$ cat config.mk
export PLATFORM = sky130hd
export DESIGN_NAME = packet_age_gate_percentile_unit_flat
export DESIGN_NICKNAME = d
export VERILOG_FILES = /design/src/hdl/pagp_pkg.sv /design/src/hdl/pagp_if.sv /design/src/hdl/pagp_front.sv /design/src/hdl/pagp_queue.sv /design/src/hdl/pagp_back.sv /design/src/hdl/packet_age_gate_percentile_unit.sv /design/src/flat_wrapper.sv
export SDC_FILE = /design/constraint.sdc
export NUM_CORES = 2
export LEC_CHECK = 0
export BUFFER_PORTS_ARGS = -buffer_cell sky130_fd_sc_hd__buf_2
export CORE_MARGIN = 2
export CORE_UTILIZATION = 50
export CTS_BUF_LIST = sky130_fd_sc_hd__clkbuf_16
export CTS_CLUSTER_DIAMETER = 60
export CTS_CLUSTER_SIZE = 14
export DETAILED_ROUTE_END_ITERATION = 10
export PLACE_DENSITY = 0.74
export SYNTH_ARGS = -nofsm -noshare
export SYNTH_HDL_FRONTEND = slang
export SYNTH_SLANG_ARGS = --single-unit
$ cat constraint.sdc
create_clock -name clk -period 6.95 [get_ports clk]
set_input_delay 1.7375 -clock clk [delete_from_list [all_inputs] [get_ports clk]]
set_output_delay 1.7375 -clock clk [all_outputs]
set_load 0.05 [all_outputs]
$ cat src/hdl/pagp_pkg.sv
// ----------------------------------------------------------------------------
// pagp_pkg
// Types and constants shared by the packet age gate and percentile unit.
// ----------------------------------------------------------------------------
`default_nettype none

package pagp_pkg;

  typedef enum logic [1:0] {
    K_LOWCONF = 2'd0,
    K_NOTS    = 2'd1,
    K_STALE   = 2'd2,
    K_INSERT  = 2'd3
  } kind_t;

  typedef enum logic [1:0] {
    ST_LOWCONF = 2'd0,
    ST_STALE   = 2'd1,
    ST_APPLIED = 2'd2
  } status_t;

  typedef enum logic [2:0] {
    F_IDLE, F_SUB, F_ABS, F_DIV, F_FIX, F_CLASS, F_PUSH
  } front_state_t;

  typedef enum logic [2:0] {
    B_IDLE, B_APPLY, B_CAND, B_SCAN, B_EVAL, B_DONE
  } back_state_t;

  typedef struct packed {
    kind_t              kind;
    logic signed [23:0] age;
  } entry_t;

  localparam logic [1:0] REG_MIN_CONF = 2'd0;
  localparam logic [1:0] REG_MAX_AGE  = 2'd1;
  localparam logic [1:0] REG_WIN_SIZE = 2'd2;

  localparam logic signed [23:0] AGE_MAX = 24'sh7FFFFF;
  localparam logic signed [23:0] AGE_MIN = 24'sh800000;
  // |ns| from here on saturates the microsecond age
  localparam logic [63:0] SAT_NS   = 64'd8388608000;
  // ceil(2^37 / 125): exact quotient for any 30-bit dividend
  localparam logic [30:0] RECIP_125 = 31'd1099511628;
  localparam int unsigned WIN_MIN  = 10;

  function automatic logic [31:0] sat_inc(input logic [31:0] c);
    return (c == 32'hFFFF_FFFF) ? c : c + 32'd1;
  endfunction

endpackage

`default_nettype wire

$ cat src/hdl/pagp_if.sv
// ----------------------------------------------------------------------------
// pagp_in_if / pagp_out_if
// Valid/ready item channels for packets in and results out.
// ----------------------------------------------------------------------------
`default_nettype none

interface pagp_in_if;
  logic        valid;
  logic        ready;
  logic [15:0] confidence;
  logic [62:0] capture_time_ns;
  logic [62:0] now_time_ns;
  modport source(output valid, confidence, capture_time_ns, now_time_ns, input ready);
  modport sink(input valid, confidence, capture_time_ns, now_time_ns, output ready);
endinterface

interface pagp_out_if;
  logic               valid;
  logic               ready;
  logic [1:0]         status;
  logic signed [23:0] last_age_us;
  logic signed [23:0] age_p50_us;
  logic signed [23:0] age_p95_us;
  logic [31:0]        applied_total;
  logic [31:0]        stale_drops;
  logic [31:0]        confidence_drops;
  modport source(output valid, status, last_age_us, age_p50_us, age_p95_us,
                 applied_total, stale_drops, confidence_drops, input ready);
  modport sink(input valid, status, last_age_us, age_p50_us, age_p95_us,
               applied_total, stale_drops, confidence_drops, output ready);
endinterface

`default_nettype wire

$ cat src/hdl/pagp_front.sv
// ----------------------------------------------------------------------------
// pagp_front
// Accepts packets, gates on confidence, derives the saturated age in us
// (ns/8 times a reciprocal of 125) and classifies each item for the back end.
// ----------------------------------------------------------------------------
`default_nettype none

module pagp_front (
  input  wire logic            clk,
  input  wire logic            rst_n,
  pagp_in_if.sink              in_item,
  input  wire logic [15:0]     min_confidence,
  input  wire logic [22:0]     max_age_us,
  output pagp_pkg::entry_t     push_entry,
  output logic                 push_valid,
  input  wire logic            push_full
);
  import pagp_pkg::*;

  front_state_t       state_r, state_nxt;
  kind_t              kind_r;
  logic [62:0]        cap_r, now_r;
  logic [63:0]        diff_r, absv;
  logic               neg_r;
  logic [29:0]        y_r;
  logic [60:0]        prod;
  logic [22:0]        q_r;
  logic signed [23:0] age_r;
  logic               low_conf, no_ts;

  assign low_conf = in_item.confidence < min_confidence;
  assign no_ts    = in_item.capture_time_ns == 63'd0;
  assign absv     = diff_r[63] ? (~diff_r + 64'd1) : diff_r;
  assign prod     = {31'd0, y_r} * {30'd0, RECIP_125};

  always_ff @(posedge clk) begin
    if (!rst_n) begin
      state_r <= F_IDLE;
    end else begin
      state_r <= state_nxt;
    end
  end

  always_ff @(posedge clk) begin
    case (state_r)
      F_IDLE: begin
        if (in_item.valid) begin
          cap_r  <= in_item.capture_time_ns;
          now_r  <= in_item.now_time_ns;
          kind_r <= low_conf ? K_LOWCONF : (no_ts ? K_NOTS : K_INSERT);
        end
      end
      F_SUB: diff_r <= {1'b0, now_r} - {1'b0, cap_r};
      F_ABS: begin
        neg_r <= diff_r[63];
        if (absv >= SAT_NS) begin
          age_r <= diff_r[63] ? AGE_MIN : AGE_MAX;
        end else begin
          y_r <= absv[32:3];
        end
      end
      // floor(ns/1000) = floor(floor(ns/8)/125)
      F_DIV: q_r <= prod[59:37];
      F_FIX: age_r <= neg_r ? -$signed({1'b0, q_r}) : $signed({1'b0, q_r});
      F_CLASS: begin
        if (age_r > $signed({1'b0, max_age_us})) begin
          kind_r <= K_STALE;
        end
      end
      default: ;
    endcase
  end

  always_comb begin
    state_nxt     = state_r;
    in_item.ready = 1'b0;
    push_valid    = 1'b0;
    case (state_r)
      F_IDLE: begin
        in_item.ready = 1'b1;
        if (in_item.valid) begin
          state_nxt = (low_conf || no_ts) ? F_PUSH : F_SUB;
        end
      end
      F_SUB:   state_nxt = F_ABS;
      F_ABS:   state_nxt = (absv >= SAT_NS) ? F_CLASS : F_DIV;
      F_DIV:   state_nxt = F_FIX;
      F_FIX:   state_nxt = F_CLASS;
      F_CLASS: state_nxt = F_PUSH;
      F_PUSH: begin
        push_valid = !push_full;
        if (!push_full) begin
          state_nxt = F_IDLE;
        end
      end
      default: state_nxt = F_IDLE;
    endcase
  end

  assign push_entry.kind = kind_r;
  assign push_entry.age  = age_r;

endmodule

`default_nettype wire

$ cat src/hdl/pagp_queue.sv
// ----------------------------------------------------------------------------
// pagp_queue
// Two-entry queue of classified items between front and back end.
// ----------------------------------------------------------------------------
`default_nettype none

module pagp_queue (
  input  wire logic             clk,
  input  wire logic             rst_n,
  input  wire pagp_pkg::entry_t push_entry,
  input  wire logic             push_valid,
  output logic                  full,
  output pagp_pkg::entry_t      pop_entry,
  output logic                  pop_avail,
  input  wire logic             pop
);
  import pagp_pkg::*;

  entry_t     slot_r [2];
  logic       wr_r, rd_r;
  logic [1:0] cnt_r;

  assign full      = cnt_r == 2'd2;
  assign pop_avail = cnt_r != 2'd0;
  assign pop_entry = slot_r[rd_r];

  always_ff @(posedge clk) begin
    if (push_valid) begin
      slot_r[wr_r] <= push_entry;
    end
  end

  always_ff @(posedge clk) begin
    if (!rst_n) begin
      wr_r  <= 1'b0;
      rd_r  <= 1'b0;
      cnt_r <= 2'd0;
    end else begin
      if (push_valid) wr_r <= ~wr_r;
      if (pop)        rd_r <= ~rd_r;
      cnt_r <= cnt_r + {1'b0, push_valid} - {1'b0, pop};
    end
  end

endmodule

`default_nettype wire

$ cat src/hdl/pagp_back.sv
// ----------------------------------------------------------------------------
// pagp_back
// Age ring, counters and percentile ranking; drives the result register.
// Each window entry is ranked against the whole window over the memory ports.
// ----------------------------------------------------------------------------
`default_nettype none

module pagp_back #(
  parameter int unsigned WINDOW_MAX = 64
) (
  input  wire logic             clk,
  input  wire logic             rst_n,
  input  wire pagp_pkg::entry_t pop_entry,
  input  wire logic             pop_avail,
  output logic                  pop,
  input  wire logic [6:0]       window_size,
  pagp_out_if.source            out_item
);
  import pagp_pkg::*;

  localparam int AW = (WINDOW_MAX > 1) ? $clog2(WINDOW_MAX) : 1;
  localparam int FW = $clog2(WINDOW_MAX + 1);
  localparam int LW = (FW > 7) ? FW : 7;

  back_state_t        state_r, state_nxt;
  entry_t             cur_r;
  logic signed [23:0] mem [WINDOW_MAX];
  logic signed [23:0] rda_r, rdb_r;
  logic [AW-1:0]      wp_r, wslot_r, ci_r, cj_r;
  logic [FW-1:0]      fill_r, j_r, oi_r, lt_r, le_r, k95_r;
  logic               vb_r;
  logic signed [23:0] last_age_r, p50_r, p95_r;
  logic [31:0]        applied_r, stale_r, lowc_r;
  logic               out_valid_r;
  logic [1:0]         status_r;
  logic signed [23:0] o_last_r, o_p50_r, o_p95_r;
  logic [31:0]        o_app_r, o_stale_r, o_lowc_r;
  logic               mem_we;
  logic [LW-1:0]      ws_ext, lim;
  logic [FW-1:0]      lim_f, fill_inc, m, k50, quarter, c20;
  logic [FW:0]        m19;
  logic [FW+14:0]     prod;

  function automatic logic [AW-1:0] dec_ptr(input logic [AW-1:0] p);
    return (p == '0) ? AW'(WINDOW_MAX - 1) : p - AW'(1);
  endfunction

  assign ws_ext   = LW'(window_size);
  assign lim      = (ws_ext < LW'(WIN_MIN)) ? LW'(WIN_MIN) :
                    ((ws_ext > LW'(WINDOW_MAX)) ? LW'(WINDOW_MAX) : ws_ext);
  assign lim_f    = FW'(lim);
  assign fill_inc = (fill_r + FW'(1) > lim_f) ? lim_f : fill_r + FW'(1);
  assign m        = fill_r - FW'(1);
  assign k50      = m >> 1;
  // p95 index = m - ceil(m/20); /5 by reciprocal
  assign m19      = {1'b0, m} + (FW+1)'(19);
  assign quarter  = FW'(m19 >> 2);
  assign prod     = (FW+15)'(quarter) * (FW+15)'(52429);
  assign c20      = FW'(prod >> 18);

  assign mem_we   = (state_r == B_APPLY) && (cur_r.kind == K_INSERT);

  always_ff @(posedge clk) begin
    if (mem_we) begin
      mem[wp_r] <= cur_r.age;
    end
    rda_r <= mem[ci_r];
    rdb_r <= mem[cj_r];
  end

  always_ff @(posedge clk) begin
    if (!rst_n) begin
      state_r <= B_IDLE;
    end else begin
      state_r <= state_nxt;
    end
  end

  always_ff @(posedge clk) begin
    if (!rst_n) begin
      wp_r        <= '0;
      fill_r      <= '0;
      last_age_r  <= '0;
      p50_r       <= '0;
      p95_r       <= '0;
      applied_r   <= '0;
      stale_r     <= '0;
      lowc_r      <= '0;
      out_valid_r <= 1'b0;
    end else begin
      if (out_valid_r && out_item.ready) out_valid_r <= 1'b0;
      case (state_r)
        B_IDLE: begin
          if (pop_avail && !out_valid_r) cur_r <= pop_entry;
        end
        B_APPLY: begin
          case (cur_r.kind)
            K_LOWCONF: lowc_r <= sat_inc(lowc_r);
            K_NOTS:    applied_r <= sat_inc(applied_r);
            K_STALE: begin
              last_age_r <= cur_r.age;
              stale_r    <= sat_inc(stale_r);
            end
            K_INSERT: begin
              last_age_r <= cur_r.age;
              applied_r  <= sat_inc(applied_r);
              wslot_r    <= wp_r;
              ci_r       <= wp_r;
              wp_r       <= (wp_r == AW'(WINDOW_MAX - 1)) ? '0 : wp_r + AW'(1);
              fill_r     <= fill_inc;
              oi_r       <= '0;
            end
            default: ;
          endcase
        end
        B_CAND: begin
          k95_r <= m - c20;
          cj_r  <= wslot_r;
          j_r   <= '0;
          lt_r  <= '0;
          le_r  <= '0;
          vb_r  <= 1'b0;
        end
        B_SCAN: begin
          vb_r <= j_r < fill_r;
          if (j_r < fill_r) begin
            cj_r <= dec_ptr(cj_r);
            j_r  <= j_r + FW'(1);
          end
          if (vb_r) begin
            if (rdb_r < rda_r)  lt_r <= lt_r + FW'(1);
            if (rdb_r <= rda_r) le_r <= le_r + FW'(1);
          end
        end
        B_EVAL: begin
          if (lt_r <= k50 && k50 < le_r)     p50_r <= rda_r;
          if (lt_r <= k95_r && k95_r < le_r) p95_r <= rda_r;
          oi_r <= oi_r + FW'(1);
          ci_r <= dec_ptr(ci_r);
        end
        B_DONE: begin
          out_valid_r <= 1'b1;
          status_r    <= (cur_r.kind == K_LOWCONF) ? ST_LOWCONF :
                         ((cur_r.kind == K_STALE) ? ST_STALE : ST_APPLIED);
          o_last_r    <= last_age_r;
          o_p50_r     <= p50_r;
          o_p95_r     <= p95_r;
          o_app_r     <= applied_r;
          o_stale_r   <= stale_r;
          o_lowc_r    <= lowc_r;
        end
        default: ;
      endcase
    end
  end

  always_comb begin
    state_nxt = state_r;
    pop       = 1'b0;
    case (state_r)
      B_IDLE: begin
        if (pop_avail && !out_valid_r) begin
          pop       = 1'b1;
          state_nxt = B_APPLY;
        end
      end
      B_APPLY: state_nxt = (cur_r.kind == K_INSERT) ? B_CAND : B_DONE;
      B_CAND:  state_nxt = B_SCAN;
      B_SCAN:  state_nxt = (j_r == fill_r && vb_r) ? B_EVAL : B_SCAN;
      B_EVAL:  state_nxt = (oi_r == m) ? B_DONE : B_CAND;
      B_DONE:  state_nxt = B_IDLE;
      default: state_nxt = B_IDLE;
    endcase
  end

  assign out_item.valid            = out_valid_r;
  assign out_item.status           = status_r;
  assign out_item.last_age_us      = o_last_r;
  assign out_item.age_p50_us       = o_p50_r;
  assign out_item.age_p95_us       = o_p95_r;
  assign out_item.applied_total    = o_app_r;
  assign out_item.stale_drops      = o_stale_r;
  assign out_item.confidence_drops = o_lowc_r;

endmodule

`default_nettype wire

$ cat src/hdl/packet_age_gate_percentile_unit.sv
// ----------------------------------------------------------------------------
// packet_age_gate_percentile_unit
// Confidence and age gate for timestamped packets with windowed p50/p95 age.
// ----------------------------------------------------------------------------
// One packet is in the front end at a time. A dropped or untimestamped
// packet goes straight to the queue; any other timestamped one passes the
// subtraction and absolute value, then, unless its age saturates, the
// reciprocal multiplication that turns nanoseconds into microseconds and
// the sign fix-up, and last the stale compare. For an applied age, the back
// end ranks each window entry against the window through the ring memory's
// two read ports; other items are not ranked. A two-item queue lets both
// ends run apart, and the result register holds one item until taken.
`default_nettype none

module packet_age_gate_percentile_unit #(
  parameter int unsigned WINDOW_MAX = 64
) (
  input  wire logic        clk,
  input  wire logic        rst_n,
  pagp_in_if.sink          in_item,
  pagp_out_if.source       out_item,
  input  wire logic        cfg_psel,
  input  wire logic        cfg_penable,
  input  wire logic        cfg_pwrite,
  input  wire logic [3:0]  cfg_paddr,
  input  wire logic [31:0] cfg_pwdata,
  output logic [31:0]      cfg_prdata,
  output logic             cfg_pready
);
  import pagp_pkg::*;

  logic [15:0] min_conf_r;
  logic [22:0] max_age_r;
  logic [6:0]  win_size_r;
  entry_t      push_entry, pop_entry;
  logic        push_valid, push_full, pop_avail, pop;
  logic        cfg_wr;

  assign cfg_pready = 1'b1;
  assign cfg_wr     = cfg_psel && cfg_penable && cfg_pwrite;

  always_ff @(posedge clk) begin
    if (!rst_n) begin
      min_conf_r <= 16'd32768;
      max_age_r  <= 23'd100000;
      win_size_r <= 7'd32;
    end else if (cfg_wr) begin
      case (cfg_paddr[3:2])
        REG_MIN_CONF: min_conf_r <= cfg_pwdata[15:0];
        REG_MAX_AGE:  max_age_r  <= cfg_pwdata[22:0];
        REG_WIN_SIZE: win_size_r <= cfg_pwdata[6:0];
        default: ;
      endcase
    end
  end

  always_comb begin
    case (cfg_paddr[3:2])
      REG_MIN_CONF: cfg_prdata = {16'd0, min_conf_r};
      REG_MAX_AGE:  cfg_prdata = {9'd0, max_age_r};
      REG_WIN_SIZE: cfg_prdata = {25'd0, win_size_r};
      default:      cfg_prdata = 32'd0;
    endcase
  end

  pagp_front u_front (
    .clk            (clk),
    .rst_n          (rst_n),
    .in_item        (in_item),
    .min_confidence (min_conf_r),
    .max_age_us     (max_age_r),
    .push_entry     (push_entry),
    .push_valid     (push_valid),
    .push_full      (push_full)
  );

  pagp_queue u_queue (
    .clk        (clk),
    .rst_n      (rst_n),
    .push_entry (push_entry),
    .push_valid (push_valid),
    .full       (push_full),
    .pop_entry  (pop_entry),
    .pop_avail  (pop_avail),
    .pop        (pop)
  );

  pagp_back #(.WINDOW_MAX(WINDOW_MAX)) u_back (
    .clk         (clk),
    .rst_n       (rst_n),
    .pop_entry   (pop_entry),
    .pop_avail   (pop_avail),
    .pop         (pop),
    .window_size (win_size_r),
    .out_item    (out_item)
  );

endmodule

`default_nettype wire
$ cat src/flat_wrapper.sv
// flat-port wrapper written by rule: the top's interface ports become plain ports
module packet_age_gate_percentile_unit_flat import pagp_pkg::*;
#(
  parameter int unsigned WINDOW_MAX = 64
)
  (clk, rst_n, cfg_psel, cfg_penable, cfg_pwrite, cfg_paddr, cfg_pwdata, cfg_prdata, cfg_pready, in_item_valid, in_item_confidence, in_item_capture_time_ns, in_item_now_time_ns, in_item_ready, out_item_valid, out_item_status, out_item_last_age_us, out_item_age_p50_us, out_item_age_p95_us, out_item_applied_total, out_item_stale_drops, out_item_confidence_drops, out_item_ready);
  pagp_in_if in_item_i ();
  pagp_out_if out_item_i ();
  input  wire logic clk;
  input  wire logic rst_n;
  input  wire logic cfg_psel;
  input  wire logic cfg_penable;
  input  wire logic cfg_pwrite;
  input  wire logic [3:0] cfg_paddr;
  input  wire logic [31:0] cfg_pwdata;
  output logic [31:0] cfg_prdata;
  output logic cfg_pready;
  input wire logic [$bits(in_item_i.valid)-1:0] in_item_valid;
  input wire logic [$bits(in_item_i.confidence)-1:0] in_item_confidence;
  input wire logic [$bits(in_item_i.capture_time_ns)-1:0] in_item_capture_time_ns;
  input wire logic [$bits(in_item_i.now_time_ns)-1:0] in_item_now_time_ns;
  output wire logic [$bits(in_item_i.ready)-1:0] in_item_ready;
  output wire logic [$bits(out_item_i.valid)-1:0] out_item_valid;
  output wire logic [$bits(out_item_i.status)-1:0] out_item_status;
  output wire logic [$bits(out_item_i.last_age_us)-1:0] out_item_last_age_us;
  output wire logic [$bits(out_item_i.age_p50_us)-1:0] out_item_age_p50_us;
  output wire logic [$bits(out_item_i.age_p95_us)-1:0] out_item_age_p95_us;
  output wire logic [$bits(out_item_i.applied_total)-1:0] out_item_applied_total;
  output wire logic [$bits(out_item_i.stale_drops)-1:0] out_item_stale_drops;
  output wire logic [$bits(out_item_i.confidence_drops)-1:0] out_item_confidence_drops;
  input wire logic [$bits(out_item_i.ready)-1:0] out_item_ready;
  assign in_item_i.valid = in_item_valid;
  assign in_item_i.confidence = in_item_confidence;
  assign in_item_i.capture_time_ns = in_item_capture_time_ns;
  assign in_item_i.now_time_ns = in_item_now_time_ns;
  assign in_item_ready = in_item_i.ready;
  assign out_item_valid = out_item_i.valid;
  assign out_item_status = out_item_i.status;
  assign out_item_last_age_us = out_item_i.last_age_us;
  assign out_item_age_p50_us = out_item_i.age_p50_us;
  assign out_item_age_p95_us = out_item_i.age_p95_us;
  assign out_item_applied_total = out_item_i.applied_total;
  assign out_item_stale_drops = out_item_i.stale_drops;
  assign out_item_confidence_drops = out_item_i.confidence_drops;
  assign out_item_i.ready = out_item_ready;
  packet_age_gate_percentile_unit #(.WINDOW_MAX(WINDOW_MAX)) u_core (.clk(clk), .rst_n(rst_n), .in_item(in_item_i), .out_item(out_item_i), .cfg_psel(cfg_psel), .cfg_penable(cfg_penable), .cfg_pwrite(cfg_pwrite), .cfg_paddr(cfg_paddr), .cfg_pwdata(cfg_pwdata), .cfg_prdata(cfg_prdata), .cfg_pready(cfg_pready));
endmodule
==> run summary <==
run status: finished, violations left
failing checks: negative setup slack
clock buffer depth: 3
Worst EP arrival: 7540 ps
Clock Skews: 71.23 ps
I/O Buffers: 368
cell taking the most area after synthesis: edfxtp_1
layout cells sized above 1: 24.54%
CTS tree: built
hold_ws: 424.1 ps
Yosys cell types: 89
Tcrit/Tclk final: 100.2%
first-pass GRT wire length: 487,400 um
Final nets: 9,275
Vias/cell: 6.402
grt ovf: 0
vias in the first global route: 74,170
Via Count: 74,020
kind of end point of the critical path: register
Synth area leaders: edfxtp_1 52%, mux4_2 18%, ha_1 5.9%
Max Clock Freq: 143.6 MHz
Worst slew margin: 10.40%
die width: 499.7 um
CP Launch Point: u_core.u_front.y_r[10]
Setup Viol. Count Final: 1
Worst Max-Slew Pin Slew: 1344 ps
Crit path top cell by count: fa_1
clock latency on the worst-skew pair: 890 ps
Clock H-tree levels: 4
most common cell after layout, fill and taps aside: edfxtp_1
Synth Warn #: 0
Final Max Tran Viols: 0
wire length per cell: 28.69 um
clock transition at the registers of the reported paths: 70 ps
FF-to-FF Start: u_core.u_front.y_r[10]
RSZ-0062 raised after global routing: true
Power Density: 242.2 nW/um2
Rows: 181
Sink Count: 2,394
Final ANT Viol Nets: 0
setup TNS: -13.88 ps
largest net degree at the start of global routing: 195
Setup WS post-layout: -13.88 ps
Starting Density: 50.42%
die height: 499.7 um
type of the worst setup path: reg2reg
top_reg_cell synth: edfxtp_1
VDD IR max: 251.1 uV
Worst Hold Launch: u_core.u_front.kind_r[1]
Post-synth EDFFs: 2,108
hold crit path type: reg2reg
CP Data Required Time: 7530 ps
slowest stage cell, crit path: edfxtp_1
Mapped Avg Cell Area: 15.84 um2
Root Buffer: clkbuf_16
dpl hpwl: 220,600 um
core area: 243,700 um2
CP peak stage delay: 580 ps
Crit Path Max Fanout: 7
Synth async-reset ratio: 0%
Critical Path Start Type: register
final hold vios: 0
FF+latch count, synth: 2,394
leakage: 48.99 nW
final WL: 331,800 um
area grow syn2layout: 10.86%
Post-Syn Instances: 7,755
top cell type's share of synthesized area: 51.52%
DR pass1 iterations: 7
DRC Markers: 0
sequential fraction of the synthesis area: 56.18%
CTS buffer count: 197
commonest cells after routing, fill and taps aside: 2,108 x edfxtp_1, 984 x mux4_2, 800 x inv_1
initial antenna violation count: 53
Max Cap Violations: 0
fin crit period: 6964 ps
Ports: 390
RD Place Congestion: 0.9246
DRT iter0 DRCs: 9,319
total global routing track utilization: 26.36%
Mapped Area: 122,900 um2
Die Area: 249,700 um2
layer usage:
layer / vias up / track usage [%] / wire length [um]
met3: 674 / 6.516 / 38480
met2: 4458 / 41.81 / 156200
met1: 37940 / 36.26 / 126800
met5: - / 0 / 206
li1: 30910 / - / -
met4: 36 / 7.832 / 10040
through the flow:
step | total power, mW | std cells | cell area, um2 | setup slack, ps | util, %
5_1_grt | 34.13 | 11560 | 136200 | -248.2 | 55.89
6_report | 32.99 | 11560 | 136200 | -13.88 | 55.90
3_5_place_dp | 22.73 | 11210 | 129800 | -414.8 | 53.26
4_1_cts | 33.04 | 11530 | 135700 | 1.203 | 55.69
2_1_floorplan | 20.95 | 7763 | 122900 | 277.3 | -
3_3_place_gp | 22.55 | 11210 | 129800 | -302.5 | 53.26
final cells by class:
| cell class | count | area [um2] |
|---|---|---|
| antenna | 12 | 30.03 |
| inverter | 721 | 2711 |
| clock inverter | 123 | 880.8 |
| clock buffer | 198 | 4955 |
| fill | 18400 | 107500 |
| multi-input combinational | 4288 | 50560 |
| sequential | 2394 | 69030 |
| tap | 3202 | 4006 |
| timing repair buffer | 624 | 4035 |
worst max-delay path, delay by kind of cell, from the launching register on:
| kind | cells | cell delay [ps] |
|---|---|---|
| adder cells (fa/ha/maj) | 9 | 3980 |
| AO/OA/AOI/OAI | 5 | 970 |
| buffers and inverters | 7 | 690 |
| flip-flops | 1 | 580 |
| AND/OR/NAND/NOR | 3 | 360 |
| XOR/XNOR | 1 | 110 |
timing repair:
| action | 4_1_cts | 5_1_grt |
|---|---|---|
| hold buffers | 0 | 0 |
| buffers inserted | 4 | 18 |
| pin swaps | 8 | 34 |
| setup endpoints to repair | 12 | 17 |
| gates resized for setup | 16 | 65 |
| cloned | 0 | 0 |
state kept, by name, indices dropped and copies added (netlist names), 26 cells and up:
signal / cells
u_core.u_back.out_item.applied_total: 32
u_core.u_front.y_r: 30
u_core.u_back.out_item.confidence_drops: 32
u_core.u_back.stale_r: 32
u_core.u_back.lowc_r: 32
u_core.u_front.now_r: 63
u_core.u_front.diff_r: 64
u_core.u_front.cap_r: 63
u_core.u_back.cur_r: 26
u_core.u_back.out_item.stale_drops: 32
u_core.u_back.applied_r: 32
u_core.u_back.mem: 1536
u_core.u_queue.slot_r: 52
cell usage after synthesis (all sizes together) (99+ instances only):
cell type  instances
a21o              99
buf              102
mux4             984
mux2i            106
fa               284
dfxtp            286
xor2             128
a21oi            266
nor2             391
ha               580
edfxtp          2108
o21ai            149
clkbuf           257
xnor2            138
inv              720
nand2            324
cells by family after synthesis:
family	synth area share (%)
multiplexers	19.22
adder cells (fa/ha/maj)	10.54
buffers and inverters	3.376
AND/OR/NAND/NOR	4.928
AO/OA/AOI/OAI	3.846
XOR/XNOR	1.896
other	0.006113
flip-flops	56.18
power breakdown:
part           internal [mW]  switching, mW  leakage (nW)
clock network           5.32           5.16          3.15
logic                   2.17           3.33          24.4
registers               16.6          0.419          21.4
total                   24.1           8.91          49.0
path summary, 6_finish.rpt:
path	to	slack (ps)	cells past startpoint
hold reg to reg	u_core.u_queue.slot_r[0][25]	420	0
setup / recovery	u_core.u_front.q_r[13]	-10	25
setup reg to reg	u_core.u_front.q_r[13]	-10	25
hold / removal	u_core.u_queue.slot_r[0][25]	420	0
Power figures use the tool's default switching activity.
